$ cat config.mk
export PLATFORM = sky130hd
export DESIGN_NAME = top_k_min_heap_selector_core
export DESIGN_NICKNAME = d
export VERILOG_FILES = /design/src/hw/rtl/tkmh_pkg.sv /design/src/hw/rtl/top_k_min_heap_selector_core.sv
export VERILOG_INCLUDE_DIRS = /design/src /design/src/hw/rtl
export SDC_FILE = /design/constraint.sdc
export NUM_CORES = 1
export LEC_CHECK = 0
export BUFFER_PORTS_ARGS = -buffer_cell sky130_fd_sc_hd__buf_2
export CELL_PAD_IN_SITES_DETAIL_PLACEMENT = 1
export CELL_PAD_IN_SITES_GLOBAL_PLACEMENT = 1
export CORE_MARGIN = 2
export CORE_UTILIZATION = 51
export DETAILED_ROUTE_END_ITERATION = 7
export HOLD_SLACK_MARGIN = 0.05
export PLACE_DENSITY_LB_ADDON = 0.3
export SLEW_MARGIN = 15
export SYNTH_ARGS = -nofsm -noshare
export SYNTH_HDL_FRONTEND = slang
export SYNTH_SLANG_ARGS = --single-unit
$ cat constraint.sdc
create_clock -name clock -period 6 [get_ports clock]
set_clock_uncertainty 0.15 [all_clocks]
set_input_delay 0.3 -clock clock [delete_from_list [all_inputs] [get_ports clock]]
set_output_delay 0.3 -clock clock [all_outputs]
set_load 0.005 [all_outputs]
$ cat src/hw/rtl/top_k_min_heap_selector_core_macros.svh
// Assertion macros shared by the top-k min-heap selector RTL.
`ifndef TOP_K_MIN_HEAP_SELECTOR_CORE_MACROS_SVH
`define TOP_K_MIN_HEAP_SELECTOR_CORE_MACROS_SVH

`ifndef SYNTHESIS
// Concurrent check with an explicit clock and reset.
`define TKMH_ASSERT(lbl, clk, rst, prop) \
   lbl: assert property (@(posedge clk) disable iff (rst) prop) \
      else $error("top-k heap selector check failed");
// Concurrent check on the module's own clock and reset.
`define TKMH_ASSERT_CLK(lbl, prop) `TKMH_ASSERT(lbl, clock, reset, prop)
`else
`define TKMH_ASSERT(lbl, clk, rst, prop)
`define TKMH_ASSERT_CLK(lbl, prop)
`endif

`endif

$ cat src/hw/rtl/tkmh_pkg.sv
// Constants and codes for the top-k min-heap selector.
`default_nettype none
package tkmh_pkg;

   // Heap capacity and derived widths.
   localparam int MAX_KEEP = 16;
   localparam int SLOT_W   = $clog2(MAX_KEEP + 1);
   localparam int ADDR_W   = (MAX_KEEP > 1) ? $clog2(MAX_KEEP) : 1;

   // Fixed field widths of the ports.
   localparam int DATA_W    = 32;
   localparam int FUNC_W    = 2;
   localparam int KEEP_W    = 5;
   localparam int FIELD_W   = 5;
   localparam int RSP_USED  = DATA_W + 2 * FIELD_W + 1;
   localparam int RSP_W     = ((RSP_USED + 7) / 8) * 8;
   localparam int RSP_PAD_W = RSP_W - RSP_USED;

   // Reset value of the keep count register.
   localparam logic [KEEP_W-1:0] KEEP_RESET = KEEP_W'(4);

   // Function codes carried in the request tuser.
   localparam logic [FUNC_W-1:0] FUNC_OFFER = 2'd0;
   localparam logic [FUNC_W-1:0] FUNC_CLEAR = 2'd1;
   localparam logic [FUNC_W-1:0] FUNC_DUMP  = 2'd2;

endpackage
`default_nettype wire

$ cat src/hw/rtl/top_k_min_heap_selector_core.sv
// Top-k selector keeping the largest signed samples in a min-heap, with its sequencer.
//
// Keeps the k largest signed 32-bit samples seen on the request stream in a min-heap of
// up to 16 slots; k comes from the keep_count register (0 reads as 1, above 16 as 16), and
// a write of it empties the heap. The first k offers fill slots in arrival order, and for
// k > 1 the k-th triggers a bottom-up heap build; later offers replace the root only when
// strictly greater. An offer, a clear or an unused code returns one item with the root; a
// dump returns one item per stored slot in index order, tlast on the final one. One item
// is worked on at a time and req_tready is low while it is busy. Timing is set by the slot
// memory (one write port, two registered read ports) and the single sift-down comparator,
// which work each heap level in a read state and then a compare state. An offer while
// filling goes straight to the report; any other offer reads and checks the root first,
// and a replacing one then sifts down level by level until the sample settles. The offer
// that completes the fill first runs the k/2 build steps, each loading one parent and
// sifting it down. A stalled rsp side holds the sequencer only while a result waits in the
// output register; the last result of an item sitting there does not block acceptance of
// the next request.
`default_nettype none
`include "top_k_min_heap_selector_core_macros.svh"

module top_k_min_heap_selector_core
   import tkmh_pkg::*;
(
   input  wire  logic                clock,
   input  wire  logic                reset,
   // Request stream.
   input  wire  logic                req_tvalid,
   output logic                      req_tready,
   input  wire  logic [DATA_W-1:0]   req_tdata,   // [31:0] sample
   input  wire  logic [FUNC_W-1:0]   req_tuser,   // [1:0] func
   // Result stream.
   output logic                      rsp_tvalid,
   input  wire  logic                rsp_tready,
   output logic [RSP_W-1:0]          rsp_tdata,   // [31:0] entry, [36:32] slot,
                                                  // [41:37] filled, [42] full_res, rest zero
   output logic                      rsp_tlast,   // last result of this item
   // Keep count register write.
   input  wire  logic                csr_valid,
   output logic                      csr_ready,
   input  wire  logic [KEEP_W-1:0]   csr_data
);

   typedef enum logic [3:0] {
      ST_IDLE,
      ST_BUILD_RD,
      ST_BUILD_LD,
      ST_ROOT_RD,
      ST_ROOT_CHK,
      ST_SIFT_RD,
      ST_SIFT_CMP,
      ST_EMIT_RD,
      ST_EMIT
   } state_type;

   // Signed greater-than on two's complement words.
   function automatic logic sgt(input logic [DATA_W-1:0] a, input logic [DATA_W-1:0] b);
      return $signed(a) > $signed(b);
   endfunction

   state_type               state_ff, state_in;
   logic [SLOT_W-1:0]       fill_ff, fill_in;
   logic [KEEP_W-1:0]       keep_ff, keep_in;
   logic                    dump_ff, dump_in;
   logic                    build_ff, build_in;
   logic                    right_ff, right_in;
   logic [SLOT_W-1:0]       pos_ff, pos_in;
   logic [SLOT_W-1:0]       par_ff, par_in;
   logic [SLOT_W-1:0]       cnt_ff, cnt_in;
   logic [DATA_W-1:0]       val_ff, val_in;
   logic [DATA_W-1:0]       sample_ff, sample_in;
   logic                    rsp_valid_ff, rsp_valid_in;
   logic [RSP_W-1:0]        rsp_data_ff, rsp_data_in;
   logic                    rsp_last_ff, rsp_last_in;

   // Slot memory: slot s lives at address s-1.
   logic [DATA_W-1:0]       heap_ff [MAX_KEEP];
   logic [DATA_W-1:0]       rd0_ff, rd1_ff;
   logic                    wr_en, rd_en;
   logic [ADDR_W-1:0]       wr_addr, rd_addr0, rd_addr1;
   logic [DATA_W-1:0]       wr_data;

   logic [SLOT_W-1:0]       keep_eff;
   logic [SLOT_W:0]         keep_w;
   logic [SLOT_W:0]         child;
   logic                    out_free;
   logic                    req_fire, csr_fire;
   logic                    take_right;
   logic [DATA_W-1:0]       child_val;
   logic [SLOT_W-1:0]       child_idx;
   logic                    sift_done;
   logic                    emit_last;
   logic                    full_flag;
   logic [FIELD_W-1:0]      slot_field;

   // Effective keep count, clamped to 1..MAX_KEEP.
   always_comb begin
      if (keep_ff == '0) begin
         keep_eff = SLOT_W'(1);
      end else if (32'(keep_ff) > 32'(MAX_KEEP)) begin
         keep_eff = SLOT_W'(MAX_KEEP);
      end else begin
         keep_eff = SLOT_W'(keep_ff);
      end
   end

   assign keep_w     = {1'b0, keep_eff};
   assign child      = {pos_ff, 1'b0};
   assign out_free   = !rsp_valid_ff || rsp_tready;
   assign csr_ready  = (state_ff == ST_IDLE);
   assign req_tready = (state_ff == ST_IDLE) && !csr_valid;
   assign csr_fire   = csr_valid && csr_ready;
   assign req_fire   = req_tvalid && req_tready;

   // Choice of child: the left one unless it is strictly greater than the right one.
   assign take_right = right_ff && sgt(rd0_ff, rd1_ff);
   assign child_val  = take_right ? rd1_ff : rd0_ff;
   assign child_idx  = SLOT_W'(child) + SLOT_W'(take_right);

   // Result fields.
   assign full_flag  = (fill_ff != '0) && (fill_ff == keep_eff);
   assign emit_last  = !dump_ff || (fill_ff == '0) || (cnt_ff == fill_ff);
   assign slot_field = (fill_ff == '0) ? '0 : FIELD_W'(cnt_ff);

   // Sequencer next-state logic.
   always_comb begin
      state_in     = state_ff;
      fill_in      = fill_ff;
      keep_in      = keep_ff;
      dump_in      = dump_ff;
      build_in     = build_ff;
      right_in     = right_ff;
      pos_in       = pos_ff;
      par_in       = par_ff;
      cnt_in       = cnt_ff;
      val_in       = val_ff;
      sample_in    = sample_ff;
      rsp_valid_in = rsp_valid_ff && !rsp_tready;
      rsp_data_in  = rsp_data_ff;
      rsp_last_in  = rsp_last_ff;
      wr_en        = 1'b0;
      wr_addr      = ADDR_W'(pos_ff - 1'b1);
      wr_data      = val_ff;
      rd_en        = 1'b0;
      rd_addr0     = '0;
      rd_addr1     = '0;
      sift_done    = 1'b0;

      unique case (state_ff)
         ST_IDLE: begin
            if (csr_fire) begin
               keep_in = csr_data;
               fill_in = '0;
            end else if (req_fire) begin
               cnt_in   = SLOT_W'(1);
               dump_in  = (req_tuser == FUNC_DUMP);
               build_in = 1'b0;
               state_in = ST_EMIT_RD;
               priority if (req_tuser == FUNC_OFFER) begin
                  if (fill_ff < keep_eff) begin
                     // Still filling: append the sample.
                     wr_en   = 1'b1;
                     wr_addr = ADDR_W'(fill_ff);
                     wr_data = req_tdata;
                     fill_in = SLOT_W'(fill_ff + 1'b1);
                     if ((SLOT_W'(fill_ff + 1'b1) == keep_eff) && (keep_eff > SLOT_W'(1))) begin
                        build_in = 1'b1;
                        par_in   = keep_eff >> 1;
                        state_in = ST_BUILD_RD;
                     end
                  end else begin
                     sample_in = req_tdata;
                     state_in  = ST_ROOT_RD;
                  end
               end else if (req_tuser == FUNC_CLEAR) begin
                  fill_in = '0;
               end else begin
                  // Dump and the unused code only report.
               end
            end
         end
         ST_BUILD_RD: begin
            rd_en    = 1'b1;
            rd_addr0 = ADDR_W'(par_ff - 1'b1);
            state_in = ST_BUILD_LD;
         end
         ST_BUILD_LD: begin
            val_in   = rd0_ff;
            pos_in   = par_ff;
            state_in = ST_SIFT_RD;
         end
         ST_ROOT_RD: begin
            rd_en    = 1'b1;
            rd_addr0 = '0;
            state_in = ST_ROOT_CHK;
         end
         ST_ROOT_CHK: begin
            // Replace the root only with a strictly greater sample.
            if (sgt(sample_ff, rd0_ff)) begin
               val_in   = sample_ff;
               pos_in   = SLOT_W'(1);
               state_in = ST_SIFT_RD;
            end else begin
               state_in = ST_EMIT_RD;
            end
         end
         ST_SIFT_RD: begin
            if (child > keep_w) begin
               // No children: the moving value settles here.
               wr_en     = 1'b1;
               sift_done = 1'b1;
            end else begin
               rd_en    = 1'b1;
               rd_addr0 = ADDR_W'(child - 1'b1);
               rd_addr1 = ADDR_W'(child);
               right_in = (child < keep_w);
               state_in = ST_SIFT_CMP;
            end
         end
         ST_SIFT_CMP: begin
            wr_en = 1'b1;
            if (sgt(val_ff, child_val)) begin
               // Pull the smaller child up into the hole and go one level down.
               wr_data  = child_val;
               pos_in   = child_idx;
               state_in = ST_SIFT_RD;
            end else begin
               sift_done = 1'b1;
            end
         end
         ST_EMIT_RD: begin
            rd_en    = 1'b1;
            rd_addr0 = ADDR_W'(cnt_ff - 1'b1);
            state_in = ST_EMIT;
         end
         ST_EMIT: begin
            if (out_free) begin
               rsp_valid_in = 1'b1;
               rsp_last_in  = emit_last;
               rsp_data_in  = {{RSP_PAD_W{1'b0}}, full_flag, FIELD_W'(fill_ff), slot_field,
                               (fill_ff == '0) ? DATA_W'(0) : rd0_ff};
               if (emit_last) begin
                  state_in = ST_IDLE;
               end else begin
                  cnt_in   = SLOT_W'(cnt_ff + 1'b1);
                  state_in = ST_EMIT_RD;
               end
            end
         end
         default: begin
            state_in = ST_IDLE;
         end
      endcase

      // End of one sift-down: next build step, or report.
      if (sift_done) begin
         if (build_ff && (par_ff > SLOT_W'(1))) begin
            par_in   = SLOT_W'(par_ff - 1'b1);
            state_in = ST_BUILD_RD;
         end else begin
            build_in = 1'b0;
            cnt_in   = SLOT_W'(1);
            state_in = ST_EMIT_RD;
         end
      end
   end

   // State and registered outputs.
   always_ff @(posedge clock) begin
      if (reset) begin
         state_ff     <= ST_IDLE;
         fill_ff      <= '0;
         keep_ff      <= KEEP_RESET;
         dump_ff      <= 1'b0;
         build_ff     <= 1'b0;
         rsp_valid_ff <= 1'b0;
      end else begin
         state_ff     <= state_in;
         fill_ff      <= fill_in;
         keep_ff      <= keep_in;
         dump_ff      <= dump_in;
         build_ff     <= build_in;
         rsp_valid_ff <= rsp_valid_in;
      end
      right_ff    <= right_in;
      pos_ff      <= pos_in;
      par_ff      <= par_in;
      cnt_ff      <= cnt_in;
      val_ff      <= val_in;
      sample_ff   <= sample_in;
      rsp_data_ff <= rsp_data_in;
      rsp_last_ff <= rsp_last_in;
   end

   // Slot memory write port.
   always_ff @(posedge clock) begin
      if (wr_en) begin
         heap_ff[wr_addr] <= wr_data;
      end
   end

   // Slot memory read ports, registered.
   always_ff @(posedge clock) begin
      if (rd_en) begin
         rd0_ff <= heap_ff[rd_addr0];
         rd1_ff <= heap_ff[rd_addr1];
      end
   end

   assign rsp_tvalid = rsp_valid_ff;
   assign rsp_tdata  = rsp_data_ff;
   assign rsp_tlast  = rsp_last_ff;

   // The fill level never runs past the effective keep count.
   `TKMH_ASSERT_CLK(a_fill_in_range, fill_ff <= keep_eff)
   // A child compare only happens for a child that lies inside the heap.
   `TKMH_ASSERT_CLK(a_child_in_heap, (state_ff == ST_SIFT_CMP) |-> (child <= keep_w))
   // A keep count write leaves the heap empty.
   `TKMH_ASSERT_CLK(a_csr_clears, csr_fire |=> (fill_ff == '0))
   // A dump never reports a slot beyond the fill level.
   `TKMH_ASSERT_CLK(a_dump_slot_range,
      (state_ff == ST_EMIT) |-> ((cnt_ff <= fill_ff) || (fill_ff == '0)))

endmodule
`default_nettype wire
# [Yosys cells after proc, flatten, opt, wreduce, memory -nomap -nowiden]
# Memory sizes are Yosys's and may differ from the RTL's. A register that Yosys moved wholly into a read port is not among the register bits.
# Index checks and enable logic that the tools add are counted.
[classes] n_addsub=7 order_cmp=9 n_eq_ne=21 mux=78 n_bitwise=3 n_reduce_logical=34
[ops] op="32-bit two-way mux" count=7
[ops] op="32-bit case mux with 2 select lines" count=2
[ops] op="5-bit two-way mux" count=23
[ops] op="32-bit greater-than comparator" count=3
[ops] op="4-bit two-way mux" count=16
[ops] op="4-bit case mux with 9 select lines" count=1
[ops] op="1-bit two-way mux" count=19
[ops] op="4-bit by 3-bit equality test with 1-bit output (second input constant)" count=4
[ops] op="5-bit equality test" count=3
[ops] op="5-bit case mux with 3 select lines" count=1
[ops] op="4-bit case mux with 3 select lines" count=1
[ops] op="4-bit by 1-bit subtractor with 4-bit output (second input constant)" count=3
[ops] op="5-bit by 1-bit adder with 5-bit output (second input constant)" count=2
[ops] op="5-bit by 1-bit greater-than comparator with 1-bit output (second input constant)" count=2
[ops] op="5-bit zero test" count=2
[ops] op="5-bit case mux with 2 select lines" count=1
[ops] op="5-bit AND reduction" count=2
[ops] op="3-bit two-way mux" count=3
[ops] op="3-bit inequality test (second input constant)" count=3
[ops] op="4-bit by 2-bit equality test with 1-bit output (second input constant)" count=2
[ops] op="1-bit logical AND" count=8
[ops] op="2-bit AND reduction" count=4
[ops] op="6-bit by 5-bit greater-than comparator with 1-bit output" count=1
[ops] op="6-bit by 5-bit less-than comparator with 1-bit output" count=1
[ops] op="25 further kinds" count=38
[word_totals] reg_bits=141 mem_bits_rw=512 output_inout_bits=52 elab_cells=168 n_memories=1
[memory_table] memory="heap_ff" words=16 word_bits=32 rd=2 rd_clocked_by_memory_dff=2 wr=1 line="top_k_min_heap_selector_core.sv:76" text="logic [DATA_W-1:0] heap_ff [MAX_KEEP];"

# [Logic depth before layout (Yosys ltp)]
# Gate-level depths: netlist (run 1).
[logic_depth] ltp_word=13 ltp_mapped=24 mapped_depth_nobuf=21

# [Least setup slack after synthesis (run 1)]
# No wires, ideal clock.
[synth_path] kind="register to register" startpoint="reg rd0_ff[9] (read register of heap_ff)" endpoint="mem heap_ff[0][0], data pin" setup_time_ps=302 arrival_ps=5123 required_ps=5548 setup_slack_ps=425 path_stages_with_launch=22 period_less_slack_ps=5575 cell_sequence="edfxtp_1 -> ha_1 -> a21o_1 -> a221o_1 -> a221oi_1 -> o22ai_1 -> or3_1 -> a21o_1 -> buf_2 -> buf_2 -> mux2i_1 -> ha_1 -> nand4_1 -> or4_1 -> a21oi_1 -> or3_1 -> a21oi_1 -> xnor2_1 -> nand3b_1 -> nand2_1 -> buf_2 -> o221ai_1"
[synth_via] elab_chain_len=6
[synth_lines] item="start: declaration" line="top_k_min_heap_selector_core.sv:77" text="logic [DATA_W-1:0] rd0_ff, rd1_ff;"
[synth_lines] item="32-bit greater-than comparator" line="top_k_min_heap_selector_core.sv:57" text="return $signed(a) > $signed(b);"
[synth_lines] item="1-bit logical AND" line="top_k_min_heap_selector_core.sv:115" text="assign take_right = right_ff && sgt(rd0_ff, rd1_ff);"
[synth_lines] item="32-bit two-way mux (*)" line="top_k_min_heap_selector_core.sv:116" text="assign child_val = take_right ? rd1_ff : rd0_ff;"
[synth_lines] item="32-bit greater-than comparator" line="top_k_min_heap_selector_core.sv:57"
[synth_lines] item="32-bit two-way mux (*)" line="top_k_min_heap_selector_core.sv:221" text="if (sgt(val_ff, child_val)) begin"
[synth_lines] item="32-bit case mux with 2 select lines (*)" line="top_k_min_heap_selector_core.sv:148" text="unique case (state_ff)"
[synth_lines] item="via wr_data[0]" line="top_k_min_heap_selector_core.sv:80" text="logic [DATA_W-1:0] wr_data;"
[synth_lines] item="end: declaration" line="top_k_min_heap_selector_core.sv:76"
# The timed path passes the listed nets; every way through them passes the cells marked *.

# [Worst setup path in the final report (run 1)]
[layout_path] startpoint="reg rd0_ff[31] (read register of heap_ff)" endpoint="mem heap_ff[11][20], data pin"
# The elaborated chain is that of the path after synthesis.

==> results of run 1 <==
==> logic make-up (layout without fill, tap and decap cells) <==
kind of cell	Yosys count	count (layout)	share of synthesized area, %
and+or+nand+nor	1000	1000	13.2
DFF	717	717	62.5
AOI/OAI and AO/OA	705	706	14.4
buffers and inverters	325	512	4.05
adders and majority gates	112	112	4.12
muxes	40	40	1.19
xor gates and xnor gates	17	17	0.438
other	1	8	0.0110
==> Yosys cell counts, types with 4 or more instances <==
cell type and number:
and2_0 78, mux2_2 4, a21oi_1 147, or3_1 9
o221ai_1 32, a21o_1 24, xor2_1 5, buf_2 70
dfxtp_1 27, nand2_1 501, o31ai_1 36, and2_1 54
buf_4 18, mux2i_1 36, xnor2_1 12, nor3_1 19
o211ai_1 6, a211oi_1 196, o22ai_1 7, nand4_1 21
a31oi_1 71, clkbuf_1 111, nor2_1 155, a221o_1 5
edfxtp_1 690, nand3_1 117, ha_1 112, and3_1 9
a311oi_1 66, o32ai_1 32, inv_1 117, a22oi_1 5
nor2b_1 13, buf_1 8, o21ai_0 49, o21a_1 7
==> metal layers <==
metal | global-route usage [%] | routed length (um) | vias up | part of all wire, %
met2 | 55.3 | 55900 | 1750 | 46
met3 | 6.59 | 13000 | 397 | 11
met5 | 0 | 35 | - | 0.029
met1 | 46.6 | 47200 | 13500 | 39
li1 | - | - | 11200 | -
met4 | 15.3 | 5720 | 6 | 4.7
==> flip-flops by register name, summed over array words and instances, names as in the netlist <==
register and count:
right_ff 1, val_ff 32, rsp_tvalid 1, pos_ff 5
heap_ff 512, par_ff 5, rd0_ff 32, build_ff 1
keep_ff 5, rsp_tdata 43, state_ff 4, fill_ff 5
rd1_ff 32, sample_ff 32, cnt_ff 5, dump_ff 1
rsp_tlast 1
==> layout by cell type (no fill, tap or decap), types with 32 or more instances in the layout <==
| cell | n |
|---|---|
| o31ai_1 | 36 |
| o21ai_0 | 47 |
| edfxtp_1 | 690 |
| buf_4 | 85 |
| a31oi_1 | 71 |
| nand3_1 | 117 |
| o32ai_1 | 32 |
| a311oi_1 | 66 |
| and2_1 | 54 |
| ha_1 | 112 |
| a211oi_1 | 196 |
| buf_2 | 91 |
| nor2_1 | 135 |
| and2_0 | 78 |
| a21oi_1 | 145 |
| dlygate4sd3_1 | 53 |
| nand2_1 | 497 |
| clkbuf_16 | 81 |
| inv_1 | 116 |
==> power by group through the flow <==
stage                     clock (mW)  sequential [mW]  combinational (mW)
after floorplan                    0             6.95                2.96
after global placement             0             7.06                4.48
after detailed placement           0             7.08                4.76
after CTS                       4.68             6.99                4.93
after global routing            4.87             7.05                5.71
final                           4.67             7.03                5.39
==> cell type report <==
type | count | area share [%]
sequential | 717 | 54.3
multi-input combinational | 1880 | 30.1
timing repair buffer | 261 | 5.60
clock buffer | 99 | 5.29
tap | 864 | 2.76
inverter | 118 | 1.14
clock inverter | 34 | 0.821
antenna | 3 | 0.0192
==> worst max-delay path, cell delays in order (launching register included) <==
cell and delay, ps:
edfxtp_1 480, ha_1 370, nand4_1 220, nor3_2 190, buf_4 160, nand2_1 120
or2_2 320, o22ai_2 140, or3_4 180, a21o_4 210, buf_6 190, buf_12 200
mux2i_2 370, ha_1 310, nand4_1 160, nor3_1 70, a221oi_1 280, o211ai_1 120
a21oi_1 170, xnor2_1 130, nand3b_1 270, buf_6 210, buf_16 170, o221ai_2 310
buf_2 260
==> per-stage QoR <==
step	util (%)	worst slack, ps
floorplan	-	425
global placement	54.4	-81.3
detailed placement	54.4	-253
CTS	58.9	1.62
global route	59.5	-128
finish	59.5	43.0
==> how the worst max path moves through the flow <==
stage | startpoint | end | slack (ps) | cells after the start
floorplan | rd0_ff[9] | heap_ff[0][0] | 430 | 21
global placement | rd0_ff[21] | heap_ff[3][31] | -80 | 23
detailed placement | rd0_ff[21] | heap_ff[13][31] | -250 | 23
CTS | rd0_ff[9] | heap_ff[9][31] | 2 | 21
global route | rd0_ff[31] | heap_ff[9][20] | -130 | 24
finish | rd0_ff[31] | heap_ff[11][20] | 40 | 24
==> what timing repair did <==
item,CTS,global route
endpoints found under the setup margin,514,514
pin swaps,1,6
buffers inserted,1,7
hold buffers,53,0
gates cloned,0,10
resized for setup,7,57
endpoints found under the hold margin,50,0
==> reports/results.txt, run 1 <==
outcome - completed
root buffer cell - clkbuf_16
worst reg2reg endpoint - heap_ff[11][20]
vias in the first global route - 27100
CTS tree - built
Psw - 6.04 mW
Slew @ Worst Pin - 1120 ps
Port Buffer Count - 90
final worst path period share - 99.3%
Avg Inst Size Synth - 11.7 um2
sink of the worst hold path - build_ff
Placed Area - 35800 um2
die area - 68700 um2
Clock Path Buffers - 3
Critical Path Source Type - flip-flop
Syn Inst Count - 2917
number of max-cap violations - 0
Seq/Total Area, Yosys - 62.5%
crit end category - flip-flop
max-slew violation count - 0
post-synth top area cell - edfxtp_1
PD cells - 436 nW/um2
worst reg2reg path depth - 24
Flop pwr share - 41.1%
worst reg-to-reg setup slack - 40 ps
endpoints failing hold - 0
Total Power - 17.1 mW
Initial Util - 51.6%
Area Overhead vs Synth - 15.3%
critical path arrival - 6280 ps
first drt pass iteration count - 8
gpl congestion - 0.941
via count - 26800
share of layout cells above drive strength 1 - 12.3%
FF/Latch Area - 21300 um2
Synth top area share - 61.0%
Skew-Pair Late Insertion Delay - 630 ps
Clk network pwr share - 27.3%
Synth Register Bits - 717
cts bufs inserted - 77
EDFF count, synth - 690
CORE AREA - 65900 um2
top_reg_cell synth - edfxtp_1
H-tree depth - 3
Hold Path Class - input port to flip-flop
final WL - 122 mm
antenna violations before repair - 6
crit path max fanout - 16
fillers - 6630
Setup TNS - 0 ps
count of cell types in the netlist - 65
sw frac - 35.4%
Setup Viol. Count Final - 0
Die Ht - 262 um
maximum clock rate - 168 MHz
Peak VDD IR - 0.000279 V
Hold Path Depth - 5
Final min period - 5960 ps
total track usage - 34.7%
Final Instance Area - 39200 um2
vias per cell - 6.75
DP HPWL - 72.0 mm
largest net degree at the start of global routing - 143
Reg-to-Reg Start - rd0_ff[31]
first-pass GRT wire length - 175 mm
Worst-path clk slew - 60 ps
internal cell power - 11.1 mW
DR iter-0 viols - 3260
Finished Layout Cells - 3976
total grt overflow - 0
FP Rows - 94
min-delay src - csr_valid
drt wl/cell - 30.6 um
Ports - 96
Ys Warns - 0
CTS sink cnt - 717
Post-Syn Area - 34000 um2
Routed Antenna Nets - 0
Required @ worst endpoint - 6320 ps
Die X - 262 um
WS Path Type - flip-flop to flip-flop
final hold slack - 223 ps
ys async rst share - 0%
nets@finish - 3211
area occupied by multi-input gates - 11800 um2
Synth area leaders - edfxtp_1 61%, nand2_1 5.5%, a211oi_1 4.3%, ha_1 4.1%, a21oi_1 2.2%
static leakage power - 13.9 nW
Placed Instances - 3769
Slew HR - 24.8%
Comb power frac - 31.5%
Residual DRC - 0
No activity file was read; power rests on OpenSTA's default activity.
==> inputs of run 2 (changes only) <==
--- a/config.mk
+++ b/config.mk
@@ -6,12 +6,12 @@
 export SDC_FILE = /design/constraint.sdc
 export NUM_CORES = 1
 export LEC_CHECK = 0
-export BUFFER_PORTS_ARGS = -buffer_cell sky130_fd_sc_hd__buf_2
 export CELL_PAD_IN_SITES_DETAIL_PLACEMENT = 1
 export CELL_PAD_IN_SITES_GLOBAL_PLACEMENT = 1
 export CORE_MARGIN = 2
-export CORE_UTILIZATION = 51
+export CORE_UTILIZATION = 52
 export DETAILED_ROUTE_END_ITERATION = 7
+export DONT_BUFFER_PORTS = 1
 export HOLD_SLACK_MARGIN = 0.05
 export PLACE_DENSITY_LB_ADDON = 0.3
 export SLEW_MARGIN = 15
==> reports/results.txt, run 2 (synthesized netlist as in run 1, its figures left out) <==
Reg-to-Reg Start - rd0_ff[31] (unchanged)
Reg with most FFs - heap_ff (unchanged)
worst reg2reg endpoint - heap_ff[2][18] (was heap_ff[11][20])
worst reg-to-reg setup slack - -50 ps (was 40 ps)
most frequent cells in the layout - 690 x edfxtp_1, 496 x nand2_1, 196 x a211oi_1 (was 690 x edfxtp_1, 497 x nand2_1, 196 x a211oi_1)
DR iter-0 viols - 3842 (was 3260)
most common cell after layout, fill and taps aside - edfxtp_1 (unchanged)
Worst-path clk slew - 70 ps (was 60 ps)
crit path max fanout - 16 (unchanged)
antenna violations before repair - 3 (was 6)
largest net degree at the start of global routing - 161 (was 143)
DP HPWL - 72.2 mm (was 72.0 mm)
max-slew violation count - 0 (unchanged)
Port Buffer Count - 0 (was 90)
final setup margin - -48.1 ps (was 43.0 ps)
gpl congestion - 0.949 (was 0.941)
Skew-Pair Late Insertion Delay - 640 ps (was 630 ps)
Slew @ Worst Pin - 1190 ps (was 1120 ps)
Hold Path Depth - 3 (was 5)
first-pass GRT wire length - 181 mm (was 175 mm)
min-delay src - req_tdata[16] (was csr_valid)
Hold Path Class - input port to flip-flop (unchanged)
cts bufs inserted - 76 (was 77)
Slew HR - 20.3% (was 24.8%)
root buffer cell - clkbuf_16 (unchanged)
critical path arrival - 6360 ps (was 6280 ps)
Peak VDD IR - 0.000255 V (was 0.000279 V)
Die X - 260 um (was 262 um)
Clock Path Buffers - 3 (unchanged)
final worst path period share - 101% (was 99.3%)
Setup Viol. Count Final - 327 (was 0)
FP Rows - 93 (was 94)
via count - 27100 (was 26800)
Area Overhead vs Synth - 15.2% (was 15.3%)
static leakage power - 13.7 nW (was 13.9 nW)
final WL - 126 mm (was 122 mm)
die area - 67400 um2 (was 68700 um2)
first drt pass iteration count - 5 (was 8)
PD cells - 451 nW/um2 (was 436 nW/um2)
failing checks - setup timing
outcome - complete, but fails checks (was completed)
Die Ht - 260 um (was 262 um)
endpoints failing hold - 0 (unchanged)
H-tree depth - 3 (unchanged)
total grt overflow - 0 (unchanged)
Initial Util - 52.6% (was 51.6%)
CTS sink cnt - 717 (unchanged)
sink of the worst hold path - heap_ff[13][16] (was build_ff)
Routed Antenna Nets - 0 (unchanged)
drt wl/cell - 32.2 um (was 30.6 um)
total track usage - 36.4% (was 34.7%)
CTS tree - built (unchanged)
nets@finish - 3143 (was 3211)
Final min period - 6050 ps (was 5960 ps)
Critical Path Source Type - flip-flop (unchanged)
share of layout cells above drive strength 1 - 11.2% (was 12.3%)
Required @ worst endpoint - 6310 ps (was 6320 ps)
max reg flops - 512 (unchanged)
Ports - 96 (unchanged)
number of max-cap violations - 0 (unchanged)
CORE AREA - 64600 um2 (was 65900 um2)
worst reg2reg path depth - 22 (was 24)
vias in the first global route - 27600 (was 27100)
Total Power - 17.7 mW (was 17.1 mW)
final hold slack - 56.8 ps (was 223 ps)
crit end category - flip-flop (unchanged)
maximum clock rate - 165 MHz (was 168 MHz)
WS Path Type - flip-flop to flip-flop (unchanged)
vias per cell - 6.94 (was 6.75)
Residual DRC - 0 (unchanged)
[run 2: per-layer routing]
metal,global-route usage [%],share of wire (%)
met5,0,0
met4,20.3,5.7
met3,8.13,12
met2,56.3,45
met1,47.7,37
[run 2: through the flow]
step | instances | setup TNS [ps] | setup WS (ps) | util (%) | cell area, um2
6_report | 3908 | -6270 | -48.1 | 60.6 | 39100
2_1_floorplan | 2921 | 0 | 425 | - | 34000
4_1_cts | 3884 | -252 | -11.2 | 60.0 | 38700
3_5_place_dp | 3691 | -109990 | -324 | 55.0 | 35500
5_1_grt | 3905 | -88710 | -206 | 60.6 | 39100
3_3_place_gp | 3691 | -3110 | -55.5 | 55.0 | 35500
[run 2: critical path: stages, from the launching register on]
cell and delay (ps):
edfxtp_1 460, ha_1 350, nand4_1 200, nor3_2 260, nand2_2 130, or2_2 300, o22ai_1 230, o21ai_0 180
a21o_4 320, buf_6 190, mux2i_4 230, ha_1 360, nand4_1 140, or4_4 580, a21oi_2 140, or3_1 190
a21oi_2 80, xnor2_1 260, nand3b_1 280, nand2_4 130, clkbuf_16 240, o221ai_1 220, buf_4 250
[run 2: timing repair]
action                                 CTS  global route
gates resized for setup                 18            56
pin swaps                                0             6
cloned                                   1             8
setup buffers                            0            10
setup endpoints to repair              516           513
hold buffers                            53             0
endpoints found under the hold margin  436             0
[run 2: worst max-delay path by stage]
| stage | endpoint | slack (ps) | cells after the start | from |
|---|---|---|---|---|
| floorplan | heap_ff[0][0] | 430 | 21 | rd0_ff[9] |
| global placement | heap_ff[1][15] | -60 | 21 | rd0_ff[21] |
| detailed placement | heap_ff[11][15] | -320 | 22 | rd0_ff[21] |
| CTS | heap_ff[4][2] | -10 | 19 | rd0_ff[9] |
| global route | heap_ff[6][0] | -210 | 24 | rd1_ff[25] |
| finish | heap_ff[2][18] | -50 | 22 | rd0_ff[31] |
[run 2: area by class of cell]
cell class	count	area, um2
fill	6387	25400
sequential	717	21300
multi-input combinational	1879	11800
clock buffer	83	2010
timing repair buffer	195	1960
tap	855	1070
clock inverter	56	564
inverter	118	445
antenna	5	12.5
[run 2: power breakdown]
| part | internal (mW) | switching, mW | leakage, nW |
|---|---|---|---|
| Sequential | 6.65 | 0.395 | 6.44 |
| Combinational | 1.82 | 3.83 | 6.01 |
| Clock | 2.86 | 2.09 | 1.25 |
| Total | 11.3 | 6.31 | 13.7 |
